[src/rtl/core/atar_pkg.sv]
// shared types, constants and encodings for the associative tag table
// no dependencies; used by every module in rtl/core except atar_ram
package atar_pkg;

    // table geometry defaults and fixed field widths
    localparam int ENTRIES_DEF = 16;
    localparam int KEY_W       = 64;
    localparam int SLOT_W      = 4;

    // request modes
    localparam logic MODE_LOOKUP = 1'b0;
    localparam logic MODE_INSERT = 1'b1;

    // request and response beats
    typedef struct packed {
        logic             mode;
        logic [KEY_W-1:0] key;
    } req_t;

    typedef struct packed {
        logic              hit;
        logic [SLOT_W-1:0] slot;
        logic              replaced_valid;
    } rsp_t;

    // controller states
    typedef enum logic [1:0] {
        ST_IDLE,
        ST_SCAN,
        ST_INSERT
    } state_t;

    // controller to datapath commands
    typedef struct packed {
        logic load;
        logic scan;
        logic fin_hit;
        logic fin_miss;
        logic fin_ins;
    } cmd_t;

    // datapath to controller status
    typedef struct packed {
        logic empty;
        logic match;
        logic last;
    } sts_t;

endpackage

[src/rtl/core/atar_ram.sv]
// generic single-write, single-read ram with registered read data
// no dependencies
module atar_ram #(
    parameter int WIDTH = 64,
    parameter int DEPTH = 16
) (
    input  logic                     clk,
    input  logic                     we,
    input  logic [$clog2(DEPTH)-1:0] waddr,
    input  logic [WIDTH-1:0]         wdata,
    input  logic [$clog2(DEPTH)-1:0] raddr,
    output logic [WIDTH-1:0]         rdata
);

    logic [WIDTH-1:0] mem [DEPTH];

    // write port
    always_ff @(posedge clk)
    begin
        if (we)
        begin
            mem[waddr] <= wdata;
        end
    end

    // registered read port
    always_ff @(posedge clk)
    begin
        rdata <= mem[raddr];
    end

endmodule

[src/rtl/core/atar_ctrl.sv]
// controller state machine for lookup scans and inserts
// depends on atar_pkg
module atar_ctrl (
    input  logic          clk,
    input  logic          rst_n,
    input  logic          start,
    input  logic          mode,
    input  atar_pkg::sts_t sts,
    output logic          busy,
    output atar_pkg::cmd_t cmd
);

    atar_pkg::state_t state_reg;
    atar_pkg::state_t state_next;

    // state register
    always_ff @(posedge clk or negedge rst_n)
    begin
        if (!rst_n)
        begin
            state_reg <= atar_pkg::ST_IDLE;
        end
        else
        begin
            state_reg <= state_next;
        end
    end

    // next state
    always_comb
    begin
        state_next = state_reg;
        unique case (state_reg)
            atar_pkg::ST_IDLE:
            begin
                if (start)
                begin
                    if (mode == atar_pkg::MODE_INSERT)
                    begin
                        state_next = atar_pkg::ST_INSERT;
                    end
                    else
                    begin
                        state_next = atar_pkg::ST_SCAN;
                    end
                end
            end
            atar_pkg::ST_SCAN:
            begin
                if (sts.empty || sts.match || sts.last)
                begin
                    state_next = atar_pkg::ST_IDLE;
                end
            end
            atar_pkg::ST_INSERT:
            begin
                state_next = atar_pkg::ST_IDLE;
            end
            default:
            begin
                state_next = atar_pkg::ST_IDLE;
            end
        endcase
    end

    // outputs
    always_comb
    begin
        cmd  = '0;
        busy = 1'b1;
        unique case (state_reg)
            atar_pkg::ST_IDLE:
            begin
                busy     = 1'b0;
                cmd.load = start;
            end
            atar_pkg::ST_SCAN:
            begin
                priority if (sts.match)
                begin
                    cmd.fin_hit = 1'b1;
                end
                else if (sts.empty || sts.last)
                begin
                    cmd.fin_miss = 1'b1;
                end
                else
                begin
                    cmd.scan = 1'b1;
                end
            end
            atar_pkg::ST_INSERT:
            begin
                cmd.fin_ins = 1'b1;
            end
            default:
            begin
                busy = 1'b1;
            end
        endcase
    end

endmodule

[src/rtl/core/atar_dp.sv]
// datapath: key ram, fill count, replacement pointer, scan pipe, response register
// depends on atar_pkg and atar_ram
module atar_dp #(
    parameter int ENTRIES = atar_pkg::ENTRIES_DEF
) (
    input  logic           clk,
    input  logic           rst_n,
    input  atar_pkg::req_t req,
    input  atar_pkg::cmd_t cmd,
    output atar_pkg::sts_t sts,
    output logic           done,
    output atar_pkg::rsp_t rsp
);

    localparam int IW = (ENTRIES > 1) ? $clog2(ENTRIES) : 1;
    localparam int CW = $clog2(ENTRIES + 1);
    localparam logic [IW-1:0] LAST_IDX = IW'(ENTRIES - 1);
    localparam logic [CW-1:0] FULL_CNT = CW'(ENTRIES);

    // every insert fills the lowest empty slot, so the valid slots are always
    // 0..count-1; once full, the oldest insert is the next slot in round robin,
    // which is what the replacement pointer selects
    logic [CW-1:0]            count_reg;
    logic [IW-1:0]            ptr_reg;
    logic [atar_pkg::KEY_W-1:0] key_reg;
    logic [IW-1:0]            scan_idx_reg;
    logic [IW-1:0]            cmp_idx_reg;
    logic                     cmp_vld_reg;
    logic                     done_reg;
    atar_pkg::rsp_t           rsp_reg;
    logic [atar_pkg::KEY_W-1:0] rd_data;
    logic                     full;

    assign full = (count_reg == FULL_CNT);

    // key store
    atar_ram #(
        .WIDTH (atar_pkg::KEY_W),
        .DEPTH (ENTRIES)
    ) u_key_ram (
        .clk   (clk),
        .we    (cmd.fin_ins),
        .waddr (ptr_reg),
        .wdata (key_reg),
        .raddr (scan_idx_reg),
        .rdata (rd_data)
    );

    // status back to the controller
    assign sts.empty = (count_reg == '0);
    assign sts.match = cmp_vld_reg && (rd_data == key_reg);
    assign sts.last  = cmp_vld_reg && ((CW'(cmp_idx_reg) + CW'(1)) == count_reg);

    // request capture and scan pipe
    always_ff @(posedge clk or negedge rst_n)
    begin
        if (!rst_n)
        begin
            scan_idx_reg <= '0;
            cmp_idx_reg  <= '0;
            cmp_vld_reg  <= 1'b0;
        end
        else if (cmd.load)
        begin
            scan_idx_reg <= '0;
            cmp_vld_reg  <= 1'b0;
        end
        else if (cmd.scan)
        begin
            scan_idx_reg <= scan_idx_reg + IW'(1);
            cmp_idx_reg  <= scan_idx_reg;
            cmp_vld_reg  <= 1'b1;
        end
        else
        begin
            cmp_vld_reg <= 1'b0;
        end
    end

    // key of the current request
    always_ff @(posedge clk)
    begin
        if (cmd.load)
        begin
            key_reg <= req.key;
        end
    end

    // fill count and replacement pointer
    always_ff @(posedge clk or negedge rst_n)
    begin
        if (!rst_n)
        begin
            count_reg <= '0;
            ptr_reg   <= '0;
        end
        else if (cmd.fin_ins)
        begin
            if (!full)
            begin
                count_reg <= count_reg + CW'(1);
            end
            if (ptr_reg == LAST_IDX)
            begin
                ptr_reg <= '0;
            end
            else
            begin
                ptr_reg <= ptr_reg + IW'(1);
            end
        end
    end

    // response strobe
    always_ff @(posedge clk or negedge rst_n)
    begin
        if (!rst_n)
        begin
            done_reg <= 1'b0;
        end
        else
        begin
            done_reg <= cmd.fin_hit | cmd.fin_miss | cmd.fin_ins;
        end
    end

    // response payload
    always_ff @(posedge clk)
    begin
        if (cmd.fin_hit)
        begin
            rsp_reg.hit            <= 1'b1;
            rsp_reg.slot           <= atar_pkg::SLOT_W'(cmp_idx_reg);
            rsp_reg.replaced_valid <= 1'b0;
        end
        else if (cmd.fin_ins)
        begin
            rsp_reg.hit            <= 1'b0;
            rsp_reg.slot           <= atar_pkg::SLOT_W'(ptr_reg);
            rsp_reg.replaced_valid <= full;
        end
        else if (cmd.fin_miss)
        begin
            rsp_reg <= '0;
        end
    end

    assign done = done_reg;
    assign rsp  = rsp_reg;

endmodule

[src/rtl/core/assoc_tag_table_age_replace.sv]
// top level of the fully associative tag table with oldest-insert replacement
// depends on atar_pkg, atar_ctrl, atar_dp (which holds atar_ram)
//
//  beat      | ports             | handshake
//  ----------+-------------------+------------------------------------
//  request   | req (mode, key)   | taken when start is high, busy low
//  response  | rsp (hit, slot,   | done high for one cycle, always taken
//            |  replaced_valid)  |
//
// an insert passes from accept through ST_INSERT and the done register to done;
// a lookup walks the key ram one slot per cycle, reading at most ENTRIES slots,
// a rate set by the single read port of the key ram.
// reset empties the table at once; no clearing pass is needed.
// busy drops as the response is being formed, so a new request can be
// taken in the same cycle that done is high.
module assoc_tag_table_age_replace #(
    parameter int ENTRIES = atar_pkg::ENTRIES_DEF
) (
    input  logic           clk,
    input  logic           rst_n,
    input  logic           start,
    output logic           busy,
    input  atar_pkg::req_t req,
    output logic           done,
    output atar_pkg::rsp_t rsp
);

    atar_pkg::cmd_t cmd;
    atar_pkg::sts_t sts;

    // controller
    atar_ctrl u_ctrl (
        .clk   (clk),
        .rst_n (rst_n),
        .start (start),
        .mode  (req.mode),
        .sts   (sts),
        .busy  (busy),
        .cmd   (cmd)
    );

    // datapath
    atar_dp #(
        .ENTRIES (ENTRIES)
    ) u_dp (
        .clk   (clk),
        .rst_n (rst_n),
        .req   (req),
        .cmd   (cmd),
        .sts   (sts),
        .done  (done),
        .rsp   (rsp)
    );

endmodule
[config.mk]
export PLATFORM = sky130hd
export DESIGN_NAME = assoc_tag_table_age_replace
export DESIGN_NICKNAME = d
export VERILOG_FILES = /design/src/rtl/core/atar_pkg.sv /design/src/rtl/core/atar_ram.sv /design/src/rtl/core/atar_ctrl.sv /design/src/rtl/core/atar_dp.sv /design/src/rtl/core/assoc_tag_table_age_replace.sv
export SDC_FILE = /design/constraint.sdc
export NUM_CORES = 1
export LEC_CHECK = 0
export BUFFER_PORTS_ARGS = -buffer_cell sky130_fd_sc_hd__buf_2
export CELL_PAD_IN_SITES_DETAIL_PLACEMENT = 2
export CELL_PAD_IN_SITES_GLOBAL_PLACEMENT = 2
export CORE_MARGIN = 2
export CORE_UTILIZATION = 44
export DETAILED_ROUTE_END_ITERATION = 10
export GPL_ROUTABILITY_DRIVEN = 0
export GPL_TIMING_DRIVEN = 0
export PLACE_DENSITY = 0.75
export SLEW_MARGIN = 20
export SYNTH_ARGS = -nofsm -noshare
export SYNTH_HDL_FRONTEND = slang
export SYNTH_SLANG_ARGS = --single-unit
[constraint.sdc]
create_clock -name clk -period 5.72 [get_ports clk]
set_input_delay 0.286 -clock clk [delete_from_list [all_inputs] [get_ports clk]]
set_output_delay 0.286 -clock clk [all_outputs]
set_load 0.02 [all_outputs]
-- Word level (Yosys, flattened, before mapping)
Memories as Yosys holds them, arrays and structs flattened. A register that Yosys moved wholly into a read port is not among the register bits.
Index checks and enable logic that the tools add are counted.
- latch bits: 0
- memories kept: 1
- input bits: 68
- memory bits (read-only): 0
- register bits: 91
- logic and storage cells: 64
- memory bits (writable): 1024
- output and inout bits: 8
- equal/unequal tests: 8
- $lt $le $gt $ge: 0
- mux-type cells: 23
- multipliers: 0
- bitwise gates (word level): 4
- $add $sub $neg: 4
- divide/modulo/power cells: 0
- shift operators: 0
- reductions and logical operators: 13
- memories (memory ; depth ; bits a word ; read ports ; clocked after Yosys merged registers in ; write ports ; line ; source):
    u_dp.u_key_ram.mem ; 16 ; 64 ; 1 ; 1 ; 1 ; atar_ram.sv:15 ; logic [WIDTH-1:0] mem [DEPTH];
- operators with widths (operator ; number):
    == test 64 bit ; 1
    2-to-1 mux 1 bit ; 12
    2-to-1 mux 4 bit ; 3
    2-to-1 mux 6 bit ; 2
    adder 4 x 1 -> 4 bit, second input constant ; 2
    2-to-1 mux 2 bit ; 3
    AND reduction 2 bit ; 3
    adder 4 x 1 -> 5 bit, second input constant ; 1
    adder 5 x 1 -> 5 bit, second input constant ; 1
    == test 5 bit ; 1
    == test 5 bit, second input constant ; 1
    logical NOT 5 bit ; 1
    2-to-1 mux 5 bit ; 1
    == test 4 bit, second input constant ; 1
    case mux 2 bit (2 select lines) ; 1
    nonzero test 2 bit ; 2
    logical OR 1 bit ; 3
    2-to-1 mux 3 bit ; 1
    nonzero test 3 bit ; 1
    == test 2 x 1 -> 1 bit, second input constant ; 1
    == test 2 bit, second input constant ; 1
    logical AND 1 bit ; 2
    logical NOT 2 bit ; 1
    != test 2 x 1 -> 1 bit, second input constant ; 1
    other kinds (3) ; 5

-- Depth between registers and ports, before layout
Gate-level depths: netlist of the first run.
- depth in word-level cells: 10
- mapped depth: 9
- mapped depth without buffers: 8

-- Modules after synthesis
A second synthesis of the first run with hierarchy kept.
- cells, all modules: 1930
- area total of the unflattened synthesis: 43564.3 µm²
- modules (own cells, without submodules) (module ; cells each ; times used ; area each (µm²) ; sequential area each (µm²)):
    atar_ram ; 1647 ; 1 ; 39581.7 ; 32030.7
    atar_dp ; 269 ; 1 ; 3848.7 ; 2557.5
    atar_ctrl ; 14 ; 1 ; 133.9 ; 50.0

-- Worst setup path after synthesis of the first run
No wires, ideal clock.
- path type: register to register
- start point: register u_ctrl.state_reg[0]
- end point: memory u_dp.u_key_ram.mem[1][0] (enable)
- stages on the path, launching flop included: 6
- buffers on the path: 2
- arrival: 5.539 ns
- setup slack: -0.384 ns
- data required time: 5.155 ns
- library setup time: 0.565 ns
- period minus slack after synthesis: 6.104 ns
- path through: dfrtp_1 -> nor2b_1 -> clkbuf_1 -> clkbuf_1 -> nand2_1 -> nor3_1
- word-level cells in the longest chain between the ends: 4
- RTL lines (what ; line ; source):
    start: declaration ; atar_ctrl.sv:13 ; atar_pkg::state_t state_reg;
    start signal: assignment ; atar_ctrl.sv:21 ; state_reg <= atar_pkg::ST_IDLE;
    start signal: assignment ; atar_ctrl.sv:25 ; state_reg <= state_next;
    == test 2 bit ; atar_ctrl.sv:71 ; unique case (state_reg)
    2-to-1 mux 1 bit ; atar_ctrl.sv:71 ;
    2-to-1 mux 1 bit ; atar_ram.sv:20 ; if (we)
    2-to-1 mux 1 bit (not written as such) ; atar_ram.sv:22 ; mem[waddr] <= wdata;
    end: declaration ; atar_ram.sv:15 ;
No other way between the ends.

-- Worst setup path after layout of the first run
- start point: register u_dp.key_reg[46] in the netlist's numbering
- end point: register u_ctrl.state_reg[0]
- word-level cells in the longest chain between the ends: 6
- RTL lines (what ; line ; source):
    start: declaration ; atar_dp.sv:25 ; logic [atar_pkg::KEY_W-1:0] key_reg;
    start signal: assignment ; atar_dp.sv:85 ; key_reg <= req.key;
    == test 64 bit ; atar_dp.sv:51 ; assign sts.match = cmp_vld_reg && (rd_data == key_reg);
    logical AND 1 bit ; atar_dp.sv:51 ;
    logical OR 1 bit (2 in a row) ; atar_ctrl.sv:50 ; if (sts.empty || sts.match || sts.last)
    != test 2 x 1 -> 1 bit (no line) ; n/a ;
    AND reduction 2 bit (no line) ; n/a ;
No other way between the ends.
A chain may end at the register's enable or synchronous reset.

==> results of run 1 <==
-- per-stage QoR --
stage,hold WS (ns),instance area [sq um],TNS [ns],setup WS [ns]
2_1_floorplan,-0.00959,44500,0,1.35
3_3_place_gp,0.280,46500,-2129.23,-2.57
3_5_place_dp,0.295,48100,0,1.67
4_1_cts,0.102,52900,0,1.27
5_1_grt,0.151,52900,0,1.18
6_report,0.113,52900,0,1.24
-- timing repair --
| item | 4_1_cts | 5_1_grt |
|---|---|---|
| endpoints found under the setup margin | 0 | 0 |
| hold buffers | 68 | 0 |
| endpoints found under the hold margin | 87 | 0 |
-- kinds of logic after synthesis --
group                    synth area share
XOR/XNOR                           0.0104
AND/OR/NAND/NOR                    0.0185
adder cells (fa/ha/maj)           0.00225
multiplexers                        0.125
AO/OA/AOI/OAI                      0.0522
buffers and inverters              0.0128
flip-flops                          0.779
-- worst max path at each step --
stage	end	depth (start not counted)	slack (ns)	from
after floorplan	u_dp.u_key_ram.mem[10][0]$_DFFE_PP_	5	1.35	u_ctrl.state_reg[0]$_DFFE_PN0P_
after global placement	u_dp.u_key_ram.mem[9][30]$_DFFE_PP_	5	-2.57	u_ctrl.state_reg[0]$_DFFE_PN0P_
after detailed placement	u_dp.rsp[2]$_DFFE_PP_	7	1.67	u_dp.key_reg[46]$_DFFE_PP_
after CTS	u_ctrl.state_reg[0]$_DFFE_PN0P_	8	1.27	u_dp.key_reg[46]$_DFFE_PP_
after global routing	u_ctrl.state_reg[0]$_DFFE_PN0P_	8	1.18	u_dp.key_reg[46]$_DFFE_PP_
final	u_ctrl.state_reg[0]$_DFFE_PN0P_	8	1.24	u_dp.key_reg[46]$_DFFE_PP_
-- power breakdown --
| group | switching, uW | internal [uW] |
|---|---|---|
| combinational | 2880 | 1710 |
| sequential | 705 | 10200 |
| clock | 3560 | 4850 |
-- per-layer routing --
layer | track usage | up-vias | share of wire | wire, um
li1 | - | 10008 | - | -
met1 | 0.384 | 14006 | 0.38 | 60000
met2 | 0.529 | 1327 | 0.51 | 80100
met3 | 0.0548 | 331 | 0.070 | 11100
met4 | 0.123 | 4 | 0.041 | 6490
met5 | 0 | - | 0.00018 | 29
-- layout by cell type, fill, tap and decap left out, types with 21 or more instances in the layout --
cell type | synthesis | final
buf_12 | 0 | 28
clkbuf_1 | 71 | 104
inv_1 | 22 | 21
edfxtp_1 | 1092 | 1092
dfxtp_1 | 66 | 66
a22oi_1 | 64 | 64
mux2i_1 | 194 | 194
buf_2 | 35 | 110
a21oi_1 | 68 | 68
dlygate4sd3_1 | 0 | 68
nand2_1 | 83 | 83
clkbuf_16 | 0 | 120
mux2_2 | 64 | 64
dfrtp_1 | 21 | 21
xor2_1 | 36 | 36
o21ai_0 | 133 | 133
mux4_2 | 128 | 128
buf_16 | 0 | 23
a221oi_1 | 66 | 66
-- worst reg2reg max path, stage by stage, from the launching register on --
cell and delay [ns]:
edfxtp_1 0.70, xor2_1 0.24, nor4_1 0.89, nand4_1 0.34, nor4_2 0.99, a211oi_2 0.26, buf_6 0.23, o21bai_1 0.15
dlygate4sd3_1 0.55
-- Yosys cell counts (all sizes together), types with 2 or more instances --
library cell	number	area, sq um
o2111ai	4	35.0
nor2b	17	106
ha	8	100
buf	42	213
a21oi	68	340
and4	2	20.0
a22o	3	26.3
a221oi	66	578
a2111oi	4	35.0
nand2	83	312
nor2	21	78.8
mux2i	194	1940
a22oi	64	480
inv	24	90.1
o21ai	136	684
dfrtp	21	526
xnor2	14	123
xor2	36	315
a211oi	2	20.0
nand3	4	25.0
nand4	6	37.5
nand2b	17	106
clkbuf	71	267
mux2	66	743
o22ai	3	18.8
dfxtp	66	1320
nor4	9	62.6
mux4	128	2880
nor3	8	40.0
edfxtp	1092	32800
-- layout make-up --
| cell class | instances | area [sq um] | share of cell area |
|---|---|---|---|
| clock buffer | 172 | 3360 | 0.0635 |
| inverter | 24 | 92.6 | 0.00175 |
| antenna | 1 | 2.50 | 0.0000473 |
| timing repair buffer | 214 | 2550 | 0.0481 |
| clock inverter | 55 | 746 | 0.0141 |
| multi-input combinational | 980 | 9410 | 0.178 |
| sequential | 1179 | 34600 | 0.655 |
| tap | 1298 | 1620 | 0.0307 |
| buffer | 113 | 483 | 0.00913 |
==> flow_summary.ini, run 1 <==
[drt]
drt-total-wl_um = 158000
avgRoutedWirePerCell_um = 39.1
drc_errors = 0
drtIter0Drc = 3393
first_pass_iters = 8
via_count = 25676
via_per_inst = 6.36
postRouteAntennaNets = 0

[yosys]
synth_area_per_cell_sq_um = 19.4
yosys_warnings = 0
ys_ff_latch = 1179
ys.flop_type = edfxtp_1
syn_nets = 2372
syn_area_sq_um = 44500
synth_edf_count = 1092
synth_cells = 2296
synth_async_sr_flop_share = 0.0178
netlist-cell-type-count = 58
seq_area_frac_synth = 0.779

[cts]
cts-root-buf = clkbuf_16
htree_levels = 3
cts_resized = 0
clkTransAtPathRegs_ns = 0.07
clk_path_buf_depth = 3
cts_sinks = 1179
cts_setup_buffers = 0
insertion_delay_ns = 0.73
cts_tree = done
cts_buffers = 120

[floorplanning]
die_h_um = 322
die_w_um = 322
dieArea_sq_um = 104000
start_util = 0.444
coreArea_sq_um = 100000
pin_count = 76
core.rowCount = 116

[grt]
grt_max_degree = 36
grt_util_all_layers = 0.307
grt_pass1_vias = 27968
grt_antenna_before_repair = 7
grt_pass1_wl_um = 221000
grt-ovfl-total = 0

[worst_setup_path]
timing.rr.end = u_ctrl.state_reg[0]$_DFFE_PN0P_
path_class = reg2reg
reg2reg_from = u_dp.key_reg[46]$_DFFE_PP_
max_stage_delay_ns = 0.99
cp_data_arrival_time_ns = 5.07
crit_chain = xor2_1 -> nor4_1 -> nand4_1 -> nor4_2 -> a211oi_2 -> buf_6 -> o21bai_1 -> dlygate4sd3_1
required_ns = 6.31
ff2ff_setup_slack_ns = 1.24
critPathLaunchType = register
critPathBufInv = 2
endpoint_kind = register
cp_max_fo = 17
critPathSlowestCell = nor4_2
worstRegToRegCells = 8
crit_family = simple AND/OR/NAND/NOR gates

[final_layout]
largest_reg_flops = 1024
area_delta_synth_final_pct = 18.9
nFillCells = 8593
stdcell_count = 4036
post-route-util = 0.528
layout.nets = 2708
drive_gt1_frac = 0.214

[sta]
rsz0062_at_grt = no
setup_viol = 0
min_period_over_period = 0.783
period_needed_ns = 4.48
hold_violations = 0
tightest_slew_ns = 1.17
slew_violations = 0
worst_clock_skew_ns = 0.0288
fmax_ghz = 0.223
relSlewSlack = 0.222

[job]
maxCapViolations = 0

[min_path]
hold_path_class = in2async

[pwr]
p_leak_uw = 0.0173
power_uw = 24000
irDropWorstVdd_mv = 0.262
power.density_nw_per_um2 = 453

[placement]
dp_cells = 3740
port_buffers = 75
dp.final_hpwl_um = 97100

[status]
status = complete, no violations
Note: power is estimated with default switching activity, not from simulation.
==> inputs of run 2 (changes only) <==
Settings changed: ABC_AREA from default to 1, CORE_UTILIZATION 44 to 41, PLACE_DENSITY 0.75 to 0.76.
Clock period 5.72 ns to 3.91 ns, I/O delays scaled along.
==> flow_summary.ini, run 2 <==
[pwr]
power_uw = 37000
irDropWorstVdd_mv = 0.385
power.density_nw_per_um2 = 686
p_leak_uw = 0.0188

[yosys]
syn_nets = 3422
seq_area_frac_synth = 0.765
synth_common_cells = edfxtp_1 (1092), nand2_1 (556), nor2_1 (337)
yosys_warnings = 0
synth_cells = 3346
synth_area_per_cell_sq_um = 13.5
netlist.area_leader.share = 0.725
ys_ff_latch = 1179
ys.flop_type = edfxtp_1
synth_edf_count = 1092
yosysMostFrequentCell = edfxtp_1
synth_largest_area_cell = edfxtp_1
synthTopCellsByArea = edfxtp_1 (72%), nand2_1 (4.6%), o21ai_0 (3.0%)
synth_async_sr_flop_share = 0.0178
netlist-cell-type-count = 35
syn_area_sq_um = 45300

[grt]
grt_pass1_vias = 35181
grt_antenna_before_repair = 9
grt-ovfl-total = 0
grt_max_degree = 39
grt_pass1_wl_um = 256000
grt_util_all_layers = 0.319

[placement]
port_buffers = 75
dp_cells = 4964
dp.final_hpwl_um = 112000

[worst_setup_path]
critPathLaunchType = register
required_ns = 4.59
path_class = reg2reg
cp_data_arrival_time_ns = 4.15
cp_max_fo = 18
endpoint_kind = register

[final_layout]
largest_reg_flops = 1024
drive_gt1_frac = 0.131
layout_common_cells = edfxtp_1 (1092), nand2_1 (556), nor2_1 (322)
area_delta_synth_final_pct = 19.3
layout_commonest_cell = edfxtp_1
nFillCells = 10164
layout.nets = 3767
stdcell_count = 5276

[cts]
insertion_delay_ns = 0.77
cts_sinks = 1179
clkTransAtPathRegs_ns = 0.06
cts_tree = done
cts_buffers = 133
htree_levels = 4
cts-root-buf = clkbuf_16
clk_path_buf_depth = 3

[sta]
hold_violations = 0
period_needed_ns = 3.47
worst_clock_skew_ns = 0.0355
min_period_over_period = 0.888
setup_viol = 0
relSlewSlack = 0.219
rsz0062_at_grt = no
fmax_ghz = 0.288
slew_violations = 0
tightest_slew_ns = 1.17

[drt]
postRouteAntennaNets = 0
via_count = 32041
drt-total-wl_um = 180000
drtIter0Drc = 3910
avgRoutedWirePerCell_um = 34.1
via_per_inst = 6.07
drc_errors = 0
first_pass_iters = 5

[floorplanning]
core.rowCount = 121
die_h_um = 336
start_util = 0.415
dieArea_sq_um = 113000
pin_count = 76
coreArea_sq_um = 109000
die_w_um = 336

[job]
maxCapViolations = 0

[min_path]
hold_path_class = in2reg

[status]
status = complete, no violations
-- run 2: cell count changes in the layout (fill, tap and decap cells not counted), sizes merged, moves of 128 or more --
cell   previous run  this run
mux4            128         0
nand3             4       133
o21ai           136       348
nor2             21       338
nand2            83       577
mux2i           194         0
-- run 2: area by class of cell --
cell class | count | area, sq um | share of cell area
Antenna cell | 3 | 7.51 | 0.000139
Buffer | 197 | 1000 | 0.0185
Clock buffer | 177 | 3660 | 0.0678
Clock inverter | 64 | 513 | 0.00950
Inverter | 113 | 430 | 0.00797
Multi-Input combinational cell | 1857 | 9320 | 0.173
Sequential cell | 1179 | 34600 | 0.641
Tap cell | 1476 | 1850 | 0.0342
Timing Repair Buffer | 210 | 2590 | 0.0480
-- run 2: path summary, 6_finish.rpt --
check	startpoint	endpoint	slack, ns	cells past startpoint
hold reg to reg	u_dp.rsp[0]$_SDFFE_PP0P_	u_dp.rsp[0]$_SDFFE_PP0P_	0.48	2
min in group asynchronous	rst_n	u_ctrl.state_reg[1]$_DFFE_PN0P_	0.47	4
hold / removal	start	u_ctrl.state_reg[0]$_DFFE_PN0P_	0.10	3
setup reg to reg	u_dp.key_reg[26]$_DFFE_PP_	u_dp.scan_idx_reg[0]$_DFFE_PN0P_	0.44	13
max in group asynchronous	rst_n	u_dp.done$_DFF_PN0_	3.29	4
setup / recovery	u_dp.key_reg[26]$_DFFE_PP_	u_dp.scan_idx_reg[0]$_DFFE_PN0P_	0.44	13
-- run 2: power breakdown --
part	switching, uW	internal, uW
Clock	5420	7000
Sequential	1050	15100
Combinational	6410	2120
-- run 2: critical path, cell delays in order (launching register included) --
cell	delay (ns)
edfxtp_1	0.92
inv_1	0.15
nand2_1	0.10
nand2_1	0.10
nor2_1	0.12
nand2_1	0.11
nor2_1	0.34
nand2_1	0.29
nor2_1	0.32
nand3_1	0.17
nand2_1	0.24
buf_4	0.23
nand3_1	0.13
nand2_1	0.13
-- run 2: cells by family (layout without fill, tap and decap cells) --
kind of cell               Yosys count  in the layout  synth area share
other                                0              3                 0
DFF                               1179           1179             0.765
xor gates and xnor gates            22             22           0.00426
buffers and inverters              310            761            0.0314
adders and majority gates            8              8           0.00221
AOI/OAI and AO/OA                  709            709            0.0953
and+or+nand+nor                   1118           1118             0.101
-- run 2: stage by stage --
step           setup slack, ns   util  instance area (sq um)  TNS (ns)  hold slack [ns]
3_3_place_gp             -4.18  0.435                  47500  -3458.76            0.204
4_1_cts                  0.510  0.495                  54000         0           0.0577
3_5_place_dp             0.700  0.450                  49100         0            0.212
6_report                 0.437  0.495                  54000         0            0.104
5_1_grt                  0.370  0.495                  54000         0            0.102
2_1_floorplan          -0.0796      -                  45300    -47.41           -0.100
-- run 2: what timing repair did --
item | 4_1_cts | 5_1_grt
gates resized for setup | 0 | 0
hold buffers | 68 | 0
endpoints found under the hold margin | 87 | 0
setup buffers | 0 | 0
endpoints found under the setup margin | 0 | 0
-- run 2: per-layer routing --
metal  share of wire  wire, um  up-vias  track usage
li1                -         -    13031            -
met1            0.39     69300    16808        0.396
met2            0.49     88600     1692        0.543
met3           0.071     12700      506       0.0547
met4           0.050      9020        4        0.152
met5         0.00018        33        -            0
